<file path="config.mk">
export PLATFORM = sky130hd
export DESIGN_NAME = encoder_sample_validator_flat
export DESIGN_NICKNAME = d
export VERILOG_FILES = /design/src/esv_pkg.sv /design/src/esv_channels.sv /design/src/encoder_sample_validator.sv /design/src/esv_front.sv /design/src/esv_queue.sv /design/src/esv_back.sv /design/src/flat_wrapper.sv
export SDC_FILE = /design/constraint.sdc
export NUM_CORES = 1
export LEC_CHECK = 0
export BUFFER_PORTS_ARGS = -buffer_cell sky130_fd_sc_hd__buf_2
export CORE_MARGIN = 5
export CORE_UTILIZATION = 44
export CTS_BUF_LIST = sky130_fd_sc_hd__clkbuf_16
export DETAILED_ROUTE_END_ITERATION = 16
export GPL_TIMING_DRIVEN = 0
export MAX_ROUTING_LAYER = met4
export SLEW_MARGIN = 15
export SYNTH_ARGS = -nofsm -noshare
export SYNTH_HDL_FRONTEND = slang
export SYNTH_HIERARCHICAL = 1
export SYNTH_SLANG_ARGS = --single-unit
</file>
<file path="constraint.sdc">
create_clock -name clock -period 5.3 [get_ports clock]
set_input_delay 0.265 -clock clock [delete_from_list [all_inputs] [get_ports clock]]
set_output_delay 0.265 -clock clock [all_outputs]
set_load 0.005 [all_outputs]
</file>
<file path="src/esv_pkg.sv">
// Shared types, codes and constants of the encoder sample validator.
// No dependencies; every other file of the block but the macro header uses it.
package esv_pkg;

   localparam int PORTS_DEFAULT        = 6;
   localparam int ERROR_KINDS_DEFAULT  = 3;
   localparam int COUNTER_BITS_DEFAULT = 16;

   localparam int CSR_DATA_BITS  = 16;
   localparam int PORT_TYPE_BITS = 2;
   localparam int PORT_BITS      = 3;
   localparam int RAW_BITS       = 32;
   localparam int POSITION_BITS  = 16;
   localparam int WINDOW_BITS    = 14;
   localparam int THRESHOLD_BITS = 16;
   localparam int PARITY_SPAN    = 18;

   localparam logic [WINDOW_BITS-1:0] WINDOW_LENGTH_RESET = 14'd10000;

   // queue between classifier and executor
   localparam int QUEUE_DEPTH     = 2;
   localparam int QUEUE_PTR_BITS  = 1;
   localparam int QUEUE_CNT_BITS  = 2;

   // operation codes
   localparam logic OP_SAMPLE = 1'b0;
   localparam logic OP_TICK   = 1'b1;

   // encoder kinds held in the port type registers
   localparam logic [PORT_TYPE_BITS-1:0] PTYPE_NONE   = 2'd0;
   localparam logic [PORT_TYPE_BITS-1:0] PTYPE_PARITY = 2'd1;
   localparam logic [PORT_TYPE_BITS-1:0] PTYPE_PLAIN  = 2'd2;

   // status field expected in bits 5:3 of a parity-checked word
   localparam logic [2:0] STATUS_GOOD = 3'b100;

   // error counter kinds per port
   localparam int KIND_LINK   = 0;
   localparam int KIND_PARITY = 1;
   localparam int KIND_STATUS = 2;

   typedef struct packed {
      logic                     operation;
      logic [PORT_BITS-1:0]     port;
      logic [RAW_BITS-1:0]      raw_word;
      logic                     link_ok;
   } req_type;

   typedef struct packed {
      logic [POSITION_BITS-1:0] position;
      logic                     check_error;
      logic                     link_error;
      logic                     unconfigured;
      logic                     alarm;
      logic [WINDOW_BITS-1:0]   window_count;
   } rsp_type;

   // classified item handed from front to back
   typedef struct packed {
      logic                     tick;
      logic [PORT_BITS-1:0]     port;
      logic [POSITION_BITS-1:0] position;
      logic                     link_err;
      logic                     parity_err;
      logic                     status_err;
      logic                     unconfigured;
   } cmd_type;

endpackage

</file>
<file path="src/esv_channels.sv">
// Valid/ready channel interfaces for requests and responses.
// Depends on esv_pkg for the payload types.
interface esv_req_if;
   logic             valid;
   logic             ready;
   esv_pkg::req_type payload;

   modport source (output valid, output payload, input ready);
   modport sink   (input valid, input payload, output ready);
endinterface

interface esv_rsp_if;
   logic             valid;
   logic             ready;
   esv_pkg::rsp_type payload;

   modport source (output valid, output payload, input ready);
   modport sink   (input valid, input payload, output ready);
endinterface

</file>
<file path="src/encoder_sample_validator.sv">
// Path: an accepted request word is written into the queue, and the back end then
// registers its response word in the output register, where it waits to be taken.
// Throughput: one word per cycle while the response channel is ready; a stalled
// response fills the two-entry queue that decouples the ends, then req_ready drops.
// Reset: port types none, window length 10000, threshold 0, error counters and
// window counter cleared by the reset itself; no clearing pass.
module encoder_sample_validator #(
   parameter int PORTS        = esv_pkg::PORTS_DEFAULT,
   parameter int ERROR_KINDS  = esv_pkg::ERROR_KINDS_DEFAULT,
   parameter int COUNTER_BITS = esv_pkg::COUNTER_BITS_DEFAULT
) (
   input  logic                                 clock,
   input  logic                                 reset,
   input  logic                                 csr_we,
   input  logic [$clog2(PORTS + 2)-1:0]         csr_index,
   input  logic [esv_pkg::CSR_DATA_BITS-1:0]    csr_data,
   esv_req_if.sink                              req_ch,
   esv_rsp_if.source                            rsp_ch
);
   import esv_pkg::*;

   localparam int IDX_W = $clog2(PORTS + 2);

   logic    push;
   cmd_type push_cmd;
   logic    queue_full;
   logic    pop;
   logic    pop_valid;
   cmd_type pop_cmd;

   esv_front #(
      .PORTS (PORTS),
      .IDX_W (IDX_W)
   ) u_front (
      .clock       (clock),
      .reset       (reset),
      .csr_we      (csr_we),
      .csr_index   (csr_index),
      .csr_data    (csr_data),
      .req_valid   (req_ch.valid),
      .req_ready   (req_ch.ready),
      .req_payload (req_ch.payload),
      .push        (push),
      .push_cmd    (push_cmd),
      .queue_full  (queue_full)
   );

   esv_queue u_queue (
      .clock     (clock),
      .reset     (reset),
      .push      (push),
      .push_cmd  (push_cmd),
      .full      (queue_full),
      .pop       (pop),
      .pop_valid (pop_valid),
      .pop_cmd   (pop_cmd)
   );

   esv_back #(
      .PORTS        (PORTS),
      .ERROR_KINDS  (ERROR_KINDS),
      .COUNTER_BITS (COUNTER_BITS),
      .IDX_W        (IDX_W)
   ) u_back (
      .clock       (clock),
      .reset       (reset),
      .csr_we      (csr_we),
      .csr_index   (csr_index),
      .csr_data    (csr_data),
      .cmd_valid   (pop_valid),
      .cmd         (pop_cmd),
      .pop         (pop),
      .rsp_valid   (rsp_ch.valid),
      .rsp_ready   (rsp_ch.ready),
      .rsp_payload (rsp_ch.payload)
   );

endmodule

</file>
<file path="src/esv_front.sv">
// Front end: accepts request words, holds the port type registers, classifies.
// Depends on esv_pkg; feeds esv_queue.
module esv_front #(
   parameter int PORTS = esv_pkg::PORTS_DEFAULT,
   parameter int IDX_W = 3
) (
   input  logic                             clock,
   input  logic                             reset,
   input  logic                             csr_we,
   input  logic [IDX_W-1:0]                 csr_index,
   input  logic [esv_pkg::CSR_DATA_BITS-1:0] csr_data,
   input  logic                             req_valid,
   output logic                             req_ready,
   input  esv_pkg::req_type                 req_payload,
   output logic                             push,
   output esv_pkg::cmd_type                 push_cmd,
   input  logic                             queue_full
);
   import esv_pkg::*;

   logic [PORT_TYPE_BITS-1:0] port_type_ff [PORTS];
   logic [PORT_TYPE_BITS-1:0] sel_type;
   logic                      parity_odd;
   logic                      status_bad;

   for (genvar p = 0; p < PORTS; p++) begin : g_ptype
      always_ff @(posedge clock) begin
         if (reset) begin
            port_type_ff[p] <= PTYPE_NONE;
         end else if (csr_we && csr_index == IDX_W'(p)) begin
            port_type_ff[p] <= csr_data[PORT_TYPE_BITS-1:0];
         end
      end
   end

   // ports beyond the configured range read as unconfigured
   always_comb begin
      sel_type = PTYPE_NONE;
      for (int p = 0; p < PORTS; p++) begin
         if (int'(req_payload.port) == p) begin
            sel_type = port_type_ff[p];
         end
      end
   end

   assign parity_odd = ^req_payload.raw_word[PARITY_SPAN-1:0];
   assign status_bad = req_payload.raw_word[5:3] != STATUS_GOOD;

   always_comb begin
      push_cmd              = '0;
      push_cmd.tick         = req_payload.operation == OP_TICK;
      push_cmd.port         = req_payload.port;
      if (req_payload.operation == OP_SAMPLE) begin
         case (sel_type)
            PTYPE_PARITY: begin
               push_cmd.link_err   = !req_payload.link_ok;
               push_cmd.parity_err = parity_odd;
               // parity wins over a bad status field
               push_cmd.status_err = !parity_odd && status_bad;
               push_cmd.position   = {req_payload.raw_word[17:6], 4'b0000};
            end
            PTYPE_PLAIN: begin
               push_cmd.link_err   = !req_payload.link_ok;
               push_cmd.position   = req_payload.raw_word[19:4];
            end
            default: begin
               push_cmd.unconfigured = 1'b1;
            end
         endcase
      end
   end

   assign req_ready = !queue_full;
   assign push      = req_valid && !queue_full;

endmodule

</file>
<file path="src/esv_queue.sv">
// Short queue of classified items between the front and back ends.
// Depends on esv_pkg for cmd_type and the queue depth.
module esv_queue (
   input  logic             clock,
   input  logic             reset,
   input  logic             push,
   input  esv_pkg::cmd_type push_cmd,
   output logic             full,
   input  logic             pop,
   output logic             pop_valid,
   output esv_pkg::cmd_type pop_cmd
);
   import esv_pkg::*;

   cmd_type                   store_ff [QUEUE_DEPTH];
   logic [QUEUE_PTR_BITS-1:0] wr_ptr_ff, wr_ptr_in;
   logic [QUEUE_PTR_BITS-1:0] rd_ptr_ff, rd_ptr_in;
   logic [QUEUE_CNT_BITS-1:0] count_ff, count_in;

   always_comb begin
      wr_ptr_in = push ? wr_ptr_ff + 1'b1 : wr_ptr_ff;
      rd_ptr_in = pop  ? rd_ptr_ff + 1'b1 : rd_ptr_ff;
      count_in  = count_ff;
      if (push && !pop) begin
         count_in = count_ff + 1'b1;
      end else if (pop && !push) begin
         count_in = count_ff - 1'b1;
      end
   end

   always_ff @(posedge clock) begin
      if (reset) begin
         wr_ptr_ff <= '0;
         rd_ptr_ff <= '0;
         count_ff  <= '0;
      end else begin
         wr_ptr_ff <= wr_ptr_in;
         rd_ptr_ff <= rd_ptr_in;
         count_ff  <= count_in;
      end
   end

   always_ff @(posedge clock) begin
      if (push) begin
         store_ff[wr_ptr_ff] <= push_cmd;
      end
   end

   assign full      = count_ff == QUEUE_CNT_BITS'(QUEUE_DEPTH);
   assign pop_valid = count_ff != '0;
   assign pop_cmd   = store_ff[rd_ptr_ff];

endmodule

</file>
<file path="src/esv_back.sv">
// Back end: error counters, window counter, alarm judgement and response register.
// Depends on esv_pkg; takes items from esv_queue.
module esv_back #(
   parameter int PORTS        = esv_pkg::PORTS_DEFAULT,
   parameter int ERROR_KINDS  = esv_pkg::ERROR_KINDS_DEFAULT,
   parameter int COUNTER_BITS = esv_pkg::COUNTER_BITS_DEFAULT,
   parameter int IDX_W        = 3
) (
   input  logic                             clock,
   input  logic                             reset,
   input  logic                             csr_we,
   input  logic [IDX_W-1:0]                 csr_index,
   input  logic [esv_pkg::CSR_DATA_BITS-1:0] csr_data,
   input  logic                             cmd_valid,
   input  esv_pkg::cmd_type                 cmd,
   output logic                             pop,
   output logic                             rsp_valid,
   input  logic                             rsp_ready,
   output esv_pkg::rsp_type                 rsp_payload
);
   import esv_pkg::*;

   localparam int NUM_CNT = PORTS * ERROR_KINDS;
   localparam int CMP_W   = (COUNTER_BITS > THRESHOLD_BITS) ? COUNTER_BITS : THRESHOLD_BITS;
   localparam logic [COUNTER_BITS-1:0] CNT_MAX = '1;

   logic [WINDOW_BITS-1:0]    win_len_ff, win_len_in;
   logic [THRESHOLD_BITS-1:0] thresh_ff, thresh_in;
   logic [WINDOW_BITS-1:0]    win_cnt_ff, win_cnt_in;
   logic [COUNTER_BITS-1:0]   cnt_ff [NUM_CNT];
   logic [COUNTER_BITS-1:0]   cnt_in [NUM_CNT];
   logic [NUM_CNT-1:0]        over_ff, over_in;
   logic                      out_valid_ff, out_valid_in;
   rsp_type                   out_ff, out_in;
   logic                      judge;
   logic                      clear_all;

   always_comb begin
      win_len_in = win_len_ff;
      thresh_in  = thresh_ff;
      if (csr_we && csr_index == IDX_W'(PORTS)) begin
         win_len_in = csr_data[WINDOW_BITS-1:0];
      end
      if (csr_we && csr_index == IDX_W'(PORTS + 1)) begin
         thresh_in = csr_data[THRESHOLD_BITS-1:0];
      end
   end

   // advance when the output register is free or being drained
   assign pop       = cmd_valid && (!out_valid_ff || rsp_ready);
   assign judge     = !(win_cnt_ff < win_len_ff);
   assign clear_all = pop && cmd.tick && judge;

   for (genvar p = 0; p < PORTS; p++) begin : g_port
      for (genvar k = 0; k < ERROR_KINDS; k++) begin : g_kind
         localparam int I = p * ERROR_KINDS + k;
         logic hit;
         logic bump;

         always_comb begin
            case (k)
               KIND_LINK:   hit = cmd.link_err;
               KIND_PARITY: hit = cmd.parity_err;
               KIND_STATUS: hit = cmd.status_err;
               default:     hit = 1'b0;
            endcase
         end

         assign bump = pop && !cmd.tick && !cmd.unconfigured && int'(cmd.port) == p && hit;

         always_comb begin
            cnt_in[I] = cnt_ff[I];
            if (clear_all) begin
               cnt_in[I] = '0;
            end else if (bump && cnt_ff[I] != CNT_MAX) begin
               cnt_in[I] = cnt_ff[I] + 1'b1;
            end
         end

         // keep the over-threshold flag in step with counter and threshold
         assign over_in[I] = CMP_W'(cnt_in[I]) > CMP_W'(thresh_in);

         always_ff @(posedge clock) begin
            if (reset) begin
               cnt_ff[I]  <= '0;
               over_ff[I] <= 1'b0;
            end else begin
               cnt_ff[I]  <= cnt_in[I];
               over_ff[I] <= over_in[I];
            end
         end
      end
   end

   always_comb begin
      win_cnt_in = win_cnt_ff;
      out_in     = '0;
      if (cmd.tick) begin
         win_cnt_in = judge ? '0 : win_cnt_ff + 1'b1;
         out_in.alarm = judge && (|over_ff);
      end else begin
         out_in.position     = cmd.position;
         out_in.check_error  = cmd.parity_err || cmd.status_err;
         out_in.link_error   = cmd.link_err;
         out_in.unconfigured = cmd.unconfigured;
      end
      out_in.window_count = win_cnt_in;
      if (pop) begin
         out_valid_in = 1'b1;
      end else if (rsp_ready) begin
         out_valid_in = 1'b0;
      end else begin
         out_valid_in = out_valid_ff;
      end
   end

   always_ff @(posedge clock) begin
      if (reset) begin
         win_len_ff   <= WINDOW_LENGTH_RESET;
         thresh_ff    <= '0;
         win_cnt_ff   <= '0;
         out_valid_ff <= 1'b0;
      end else begin
         win_len_ff   <= win_len_in;
         thresh_ff    <= thresh_in;
         out_valid_ff <= out_valid_in;
         if (pop) begin
            win_cnt_ff <= win_cnt_in;
         end
      end
   end

   always_ff @(posedge clock) begin
      if (pop) begin
         out_ff <= out_in;
      end
   end

   assign rsp_valid   = out_valid_ff;
   assign rsp_payload = out_ff;

endmodule

</file>
<file path="src/flat_wrapper.sv">
// flat-port wrapper written by rule: the top's interface ports become plain ports
module encoder_sample_validator_flat import esv_pkg::*;
#(
   parameter int PORTS        = esv_pkg::PORTS_DEFAULT,
   parameter int ERROR_KINDS  = esv_pkg::ERROR_KINDS_DEFAULT,
   parameter int COUNTER_BITS = esv_pkg::COUNTER_BITS_DEFAULT
)
  (clock, reset, csr_we, csr_index, csr_data, req_ch_valid, req_ch_payload, req_ch_ready, rsp_ch_valid, rsp_ch_payload, rsp_ch_ready);
  esv_req_if req_ch_i ();
  esv_rsp_if rsp_ch_i ();
  input  logic clock;
  input  logic reset;
  input  logic csr_we;
  input  logic [$clog2(PORTS + 2)-1:0] csr_index;
  input  logic [esv_pkg::CSR_DATA_BITS-1:0] csr_data;
  input wire logic [$bits(req_ch_i.valid)-1:0] req_ch_valid;
  input wire logic [$bits(req_ch_i.payload)-1:0] req_ch_payload;
  output wire logic [$bits(req_ch_i.ready)-1:0] req_ch_ready;
  output wire logic [$bits(rsp_ch_i.valid)-1:0] rsp_ch_valid;
  output wire logic [$bits(rsp_ch_i.payload)-1:0] rsp_ch_payload;
  input wire logic [$bits(rsp_ch_i.ready)-1:0] rsp_ch_ready;
  assign req_ch_i.valid = req_ch_valid;
  assign req_ch_i.payload = req_ch_payload;
  assign req_ch_ready = req_ch_i.ready;
  assign rsp_ch_valid = rsp_ch_i.valid;
  assign rsp_ch_payload = rsp_ch_i.payload;
  assign rsp_ch_i.ready = rsp_ch_ready;
  encoder_sample_validator #(.PORTS(PORTS), .ERROR_KINDS(ERROR_KINDS), .COUNTER_BITS(COUNTER_BITS)) u_core (.clock(clock), .reset(reset), .csr_we(csr_we), .csr_index(csr_index), .csr_data(csr_data), .req_ch(req_ch_i), .rsp_ch(rsp_ch_i));
endmodule
</file>
==> metrics, run 1 <==
remaining antenna violation count after routing 0; synth warn 6; Setup crit end u_core/u_back/over_ff[11]$_SDFF_PP0_; Leak Pwr 13.5 nW; number of CTS-inserted buffers 52; Slew @ Worst Pin approximately 1.2 ns; Crit. End Element flop; area post-placement 30000 um^2; CTS tree yes; NumNets Final 3710; global route total overflow 0; Final Power 9.01 mW; setup ws final ~0.16 ns; Area Growth Syn to Fin 14.9%; CTS sink cnt 450; Post-Synthesis Cells 3147; pre-CTS setup slack 0.0554 ns; Final GP Congestion 0.927; drt initial violations roughly 1700; r2r setup slk 0.16 ns; htree depth 2; drt total wl 87500 um; syn avg cell area 8.83 um^2; top cell type's share of synthesized area between 20 and 30%; Max Cap Violations 0; Synthesized Nets 3531; beginning of the critical path u_core/u_queue/count_ff[0]$_SDFFE_PP0P_; Yosys reg bits 450; Initial Util between 40 and 50%; relative slew slack 20.5%; total global-route track usage 25.7%; WS Path Type flop to flop; most numerous cell in the Yosys netlist nor2_1; initial antenna violation count 6; top post-synthesis cells by area dfxtp_1 26%, ha_1 15%, edfxtp_1 10%; Clock Skew 0.0373 ns; post-CTS setup buffer count 0; largest net degree at the start of global routing 31; async set or reset register ratio after synthesis 0%; die area 68200 um^2; final hold violation count 0; outcome finished clean; Worst R2R Path Depth 16; clk_lat worst skew 0.63 ns; DIE WIDTH 261 um; FILL cells 5841; Port Buffers 84; Root Buffer clkbuf_16; # setup viols final 0; Core Rows 92; routed len/inst 20.7 um; area leader, netlist dfxtp_1; startpoint types flop; top cells by count, synth 676 x nor2_1, 356 x dfxtp_1, 323 x ha_1; PwrDens 282 nW/um^2; final count of pins violating max slew 0; first-pass GRT wire length 134000 um; core area 62900 um^2; DR vias/cell 5.76; final routed DRC violation total 0; Hold WC Path Type input pin to flop; Netlist cell types 86; final HPWL from detailed placement 64700 um; Crit Path Max Fanout 30; final instance area roughly 32000 um^2; RSZ-0062 raised after global routing no; Peak VDD IR 0.000302 V; share of cells above drive strength 1 10.8%; WP data arrival 5.63 ns; fin crit share a little over nine tenths; via count between 20000 and 25000; die height 261 um; register area share after synthesis between 30% and 40%; vias in the first global route about 24000; placed cells 4098; fmax between 0.15 and 0.2 GHz; WP data required about 5.8 ns; dominant synthesized flop cell dfxtp_1; CTS Buffer Depth 3; EDFF count, synth 94; reg-to-reg endpoint u_core/u_back/over_ff[11]$_SDFF_PP0_; I/O Pins 97; fin crit period 5.14 ns; fin cells around 4200; first-pass iteration count of the detailed router 6; RR Startpoint u_core/u_queue/count_ff[0]$_SDFFE_PP0P_; post-synthesis cell area between 20000 and 30000 um^2; clock-pin slew on the worst setup and hold paths 0.06 ns
worst min-delay path by stage:
stage	startpoint	to	slack (ns)	cells past startpoint
2_1_floorplan	reset	u_core/u_queue/count_ff[1]$_SDFFE_PP0P_	0.33	1
6_report	req_ch_payload[7]	u_core/u_queue/store_ff[1][6]$_DFFE_PP_	0.02	2
3_5_place_dp	u_core/u_back/win_len_ff[2]$_SDFFE_PP0P_	u_core/u_back/win_len_ff[2]$_SDFFE_PP0P_	0.45	2
5_1_grt	req_ch_payload[7]	u_core/u_queue/store_ff[1][6]$_DFFE_PP_	0.02	2
4_1_cts	req_ch_payload[36]	u_core/u_queue/store_ff[1][23]$_DFFE_PP_	0.004	2
3_3_place_gp	u_core/u_back/win_len_ff[2]$_SDFFE_PP0P_	u_core/u_back/win_len_ff[2]$_SDFFE_PP0P_	0.45	2
critical path, stage by stage, from the launching register on:
cell and delay, ns:
dfxtp_1 0.35, or2_2 0.31, buf_2 0.22, nand2_1 0.26
inv_1 0.09, clkbuf_2 0.29, buf_12 0.27, nand3_1 0.19
clkbuf_1 0.79, clkbuf_1 0.94, nand2_1 0.19, ha_1 0.26
nor2b_1 0.12, o211ai_1 0.09, a21oi_1 0.14, o31ai_1 0.09
a221oi_1 0.39
area by class of cell:
cell class / count / area (um^2) / area share (%)
plain buffers: 111 / 523 / 1.64
repair buffers: 125 / 1130 / 3.54
well taps: 846 / 1060 / 3.32
diodes: 3 / 7.51 / 0.0235
flip-flops and latches: 450 / 9950 / 31.2
clock buffers: 54 / 1350 / 4.23
inverters: 41 / 154 / 0.482
clock inverters: 43 / 388 / 1.22
multi-input cells: 2545 / 17400 / 54.4
sequential cells by signal, summed over array words and instances, names as in the netlist, named ones only:
| register | cells |
|---|---|
| u_core/u_queue/rd_ptr_ff | 1 |
| u_core/u_back/rsp_valid | 1 |
| u_core/u_back/win_len_ff | 14 |
| u_core/u_queue/store_ff | 48 |
| u_core/u_back/cnt_ff | 288 |
| u_core/u_queue/wr_ptr_ff | 1 |
| u_core/u_back/over_ff | 18 |
| u_core/u_back/rsp_payload | 34 |
| u_core/u_back/thresh_ff | 16 |
| u_core/u_front/port_type_ff | 12 |
| u_core/u_queue/count_ff | 2 |
| u_core/u_back/win_cnt_ff | 14 |
placed cells by master (no fill, tap or decap), types with 50 or more instances in the layout:
cell	synthesis	layout
a21o_1	60	60
a21oi_1	108	108
and3_1	52	52
buf_2	61	145
clkbuf_16	0	54
dfxtp_1	356	356
edfxtp_1	94	94
ha_1	323	323
nand2_1	178	178
nand3_1	118	118
nand4_1	174	174
nor2_1	676	674
nor2b_1	73	72
nor3_1	54	54
o21ai_0	50	50
xnor2_1	119	119
xor2_1	174	174
power by group:
part | leakage (nW) | internal, mW | switching, mW
combinational | 8.82 | 0.540 | 0.920
sequential | 3.78 | 3.80 | 0.0874
clock | 0.880 | 2.10 | 1.56
total | 13.5 | 6.44 | 2.57
cell families (layout without fill, tap and decap cells):
| family | after synthesis | count (layout) | synth area share (%) |
|---|---|---|---|
| other cells | 0 | 3 | 0 |
| buf+inv | 152 | 374 | 2.42 |
| xor+xnor | 294 | 294 | 9.32 |
| flops | 450 | 450 | 35.8 |
| compound gates | 337 | 337 | 8.13 |
| mux | 66 | 66 | 2.59 |
| simple gates | 1525 | 1525 | 27.2 |
| fa+ha+maj | 323 | 323 | 14.6 |
what timing repair did:
item | CTS | global route
setup endpoints to repair | 0 | 10
endpoints found under the hold margin | 27 | 0
resized for setup | 0 | 3
hold buffers | 20 | 0
layer usage:
layer / vias up / routed length [um] / track usage [%]
met5: - / 0 / -
met4: 0 / 3700 / 10.2
met3: 227 / 5870 / 4.09
met2: 776 / 40300 / 41.7
met1: 11675 / 37600 / 32.4
li1: 11638 / - / -
stage by stage:
stage	utilization, %	hold WS [ns]	setup TNS [ns]
after CTS	50.8	0.00422	0
final	50.8	0.0201	0
after global placement	46.5	0.448	-16.07
after detailed placement	47.7	0.448	0
after floorplan	-	0.334	0
after global routing	50.8	0.0201	0
(Power assumes the default switching activity.)
==> run 2: changes to the inputs <==
- BUFFER_PORTS_ARGS: -buffer_cell sky130_fd_sc_hd__buf_2 -> -buffer_cell sky130_fd_sc_hd__buf_4
==> run 2 against run 1 <==
Compared with the run above: via count is 0.49% higher; worst hold slack better by 0.018 ns; flip-flop and latch count stayed put; worst setup slack better by 0.0089 ns; sequential share of layout area is 0.14 points lower; non-clock buffer count is 4 higher; critical path type unchanged; global-route usage is 0.22 points higher; largest cell class unchanged; clock skew is 0.015 ns higher; routed wire length is 0.66% higher; critical endpoint is now u_core/u_back/over_ff[8]$_SDFF_PP0_; maximum frequency is 0.17% higher.
==> metrics, run 2 (synthesis results as in run 1) <==
Final Hold Slack ~0.039 ns; post-CTS setup buffer count 0; NumNets Final between 3000 and 4000; WS Path Type flop to flop; total global-route track usage 26.0%; Crit Path Max Fanout 30; GR Util met1 about a third; number of CTS-inserted buffers 52; RR Startpoint u_core/u_queue/count_ff[1]$_SDFFE_PP0P_; Crit. End Element flop; Port Buffers 84; initial antenna violation count 7; Max Cap Violations 0; CTS Buffer Depth 3; final hold violation count 0; Worst R2R Path Depth 17; Reg with most FFs u_core/u_back/cnt_ff; largest net degree at the start of global routing 31; Leak Pwr ~14 nW; FILL cells 5793; clock-pin slew on the worst setup and hold paths around 0.060 ns; utilization after layout 51.0%; fmax 0.195 GHz; core area 62900 um^2; clk_lat worst skew 0.64 ns; WP data arrival about 5.7 ns; relative slew slack 17.8%; drt total wl 88100 um; Slew @ Worst Pin 1.23 ns; CTS tree yes; RSZ-0062 raised after global routing no; final routed DRC violation total 0; Largest register FFs approximately 290; Slowest Stage Delay on Critical Path 0.98 ns; I/O Pins between 90 and 100; htree depth 2; Peak VDD IR 0.000248 V; fin crit share a little over nine tenths; remaining antenna violation count after routing 0; DIE WIDTH 261 um; Final Power around 8.9 mW; PwrDens ~280 nW/um^2; Initial Util around 44%; commonest non-fill, non-tap cell in the layout nor2_1; # setup viols final 0; met2 Usage GRT 41.8%; Hold Startpoint req_ch_payload[9]; Final GP Congestion 0.920; vias in the first global route roughly 25000; WP data required 5.82 ns; Hold Crit Endpoint u_core/u_queue/store_ff[1][10]$_DFFE_PP_; drt initial violations roughly 1600; startpoint types flop; commonest cells after routing, fill and taps aside 674 x nor2_1, 356 x dfxtp_1, 323 x ha_1, 178 x nand2_1; share of cells above drive strength 1 10.6%; Hold WC Path Type input pin to flop; die area 68200 um^2; final HPWL from detailed placement 65400 um; first-pass GRT wire length roughly 140000 um; final count of pins violating max slew 0; Core Rows 92; met3 usage slightly below 4%; fin crit period 5.13 ns; GR peak layer met2; crit-path cells or2_2, buf_2, nand2_1, inv_1, clkbuf_2, buf_12, nand3_1, clkbuf_1, clkbuf_1, nand2_1, ha_1, nor2b_1, o21ai_0, nand2b_1, a21oi_1, or4_1, a31oi_1; outcome finished clean; CTS sink cnt 450; global route total overflow 0; Root Buffer clkbuf_16; routed len/inst 20.9 um; r2r setup slk 0.17 ns; Clock Skew 0.0525 ns; WHS Path Cells 3; Area Growth Syn to Fin 15.4%; Worst path slowest cell clkbuf_1; die height 261 um; reg-to-reg endpoint u_core/u_back/over_ff[8]$_SDFF_PP0_; via count 24436; DR vias/cell between 5 and 6; first-pass iteration count of the detailed router 6
[run 2: cell types whose count changed in the layout (fill, tap and decap cells not counted), moves of 3 or more]
cell | before | now
buf_2 | 145 | 61
buf_4 | 7 | 91
bufinv_16 | 5 | 2
clkinv_1 | 8 | 14
clkinv_2 | 14 | 10
dlygate4sd3_1 | 20 | 23
[run 2: final cells by class]
type / count / area [um^2] / area share (%)
sequential: 450 / 9950 / 31.0
inverter: 41 / 154 / 0.480
buffer: 111 / 524 / 1.64
clock inverter: 42 / 324 / 1.01
clock buffer: 52 / 1300 / 4.06
timing repair buffer: 129 / 1380 / 4.32
tap: 846 / 1060 / 3.30
multi-input combinational: 2545 / 17400 / 54.1
antenna: 3 / 7.51 / 0.0234
[run 2: where the power goes]
part	switching (mW)	leakage [nW]	internal [mW]
logic	0.931	8.91	0.617
clock network	1.52	0.814	1.89
registers	0.0904	3.78	3.80
[run 2: layer usage]
layer / wire length [um] / vias to the layer above
met5: 0 / -
met4: 4110 / 0
met3: 6170 / 245
met2: 40200 / 863
met1: 37600 / 11698
li1: - / 11630
[run 2: worst max-delay path by stage]
| stage | cells past startpoint | end | startpoint | slack (ns) |
|---|---|---|---|---|
| floorplan | 15 | u_core/u_back/over_ff[13]$_SDFF_PP0_ | u_core/u_queue/count_ff[0]$_SDFFE_PP0P_ | 1.38 |
| global placement | 10 | u_core/u_back/over_ff[17]$_SDFF_PP0_ | csr_index[0] | -1.12 |
| detailed placement | 15 | u_core/u_back/over_ff[9]$_SDFF_PP0_ | flop | -0.09 |
| CTS | 15 | u_core/u_back/over_ff[9]$_SDFF_PP0_ | flop | 0.15 |
| global route | 17 | u_core/u_back/over_ff[8]$_SDFF_PP0_ | u_core/u_queue/count_ff[1]$_SDFFE_PP0P_ | 0.03 |
| finish | 17 | u_core/u_back/over_ff[8]$_SDFF_PP0_ | u_core/u_queue/count_ff[1]$_SDFFE_PP0P_ | 0.17 |
[run 2: worst max-delay path, delay by kind of cell, from the launching register on]
| family | cells | cell delay, ns |
|---|---|---|
| AO/OA/AOI/OAI | 3 | 0.38 |
| adder cells (fa/ha/maj) | 1 | 0.23 |
| flip-flops | 1 | 0.32 |
| AND/OR/NAND/NOR | 7 | 1.43 |
| buffers and inverters | 6 | 2.62 |
[run 2: what timing repair did]
| action | 4_1_cts | 5_1_grt |
|---|---|---|
| gates resized for setup | 1 | 4 |
| hold buffers | 23 | 0 |
| endpoints found under the setup margin | 1 | 4 |
| hold endpoints to repair | 40 | 0 |
[run 2: through the flow]
| stage | setup TNS (ns) | instances | cell area (um^2) | setup WS [ns] |
|---|---|---|---|---|
| detailed placement | -0.0912 | 4099 | 30200 | -0.0912 |
| finish | 0 | 4219 | 32100 | 0.169 |
| global placement | -14.88 | 4077 | 29500 | -1.12 |
| floorplan | 0 | 3147 | 27800 | 1.38 |
| global route | 0 | 4218 | 32100 | 0.0256 |
| CTS | 0 | 4216 | 32000 | 0.153 |
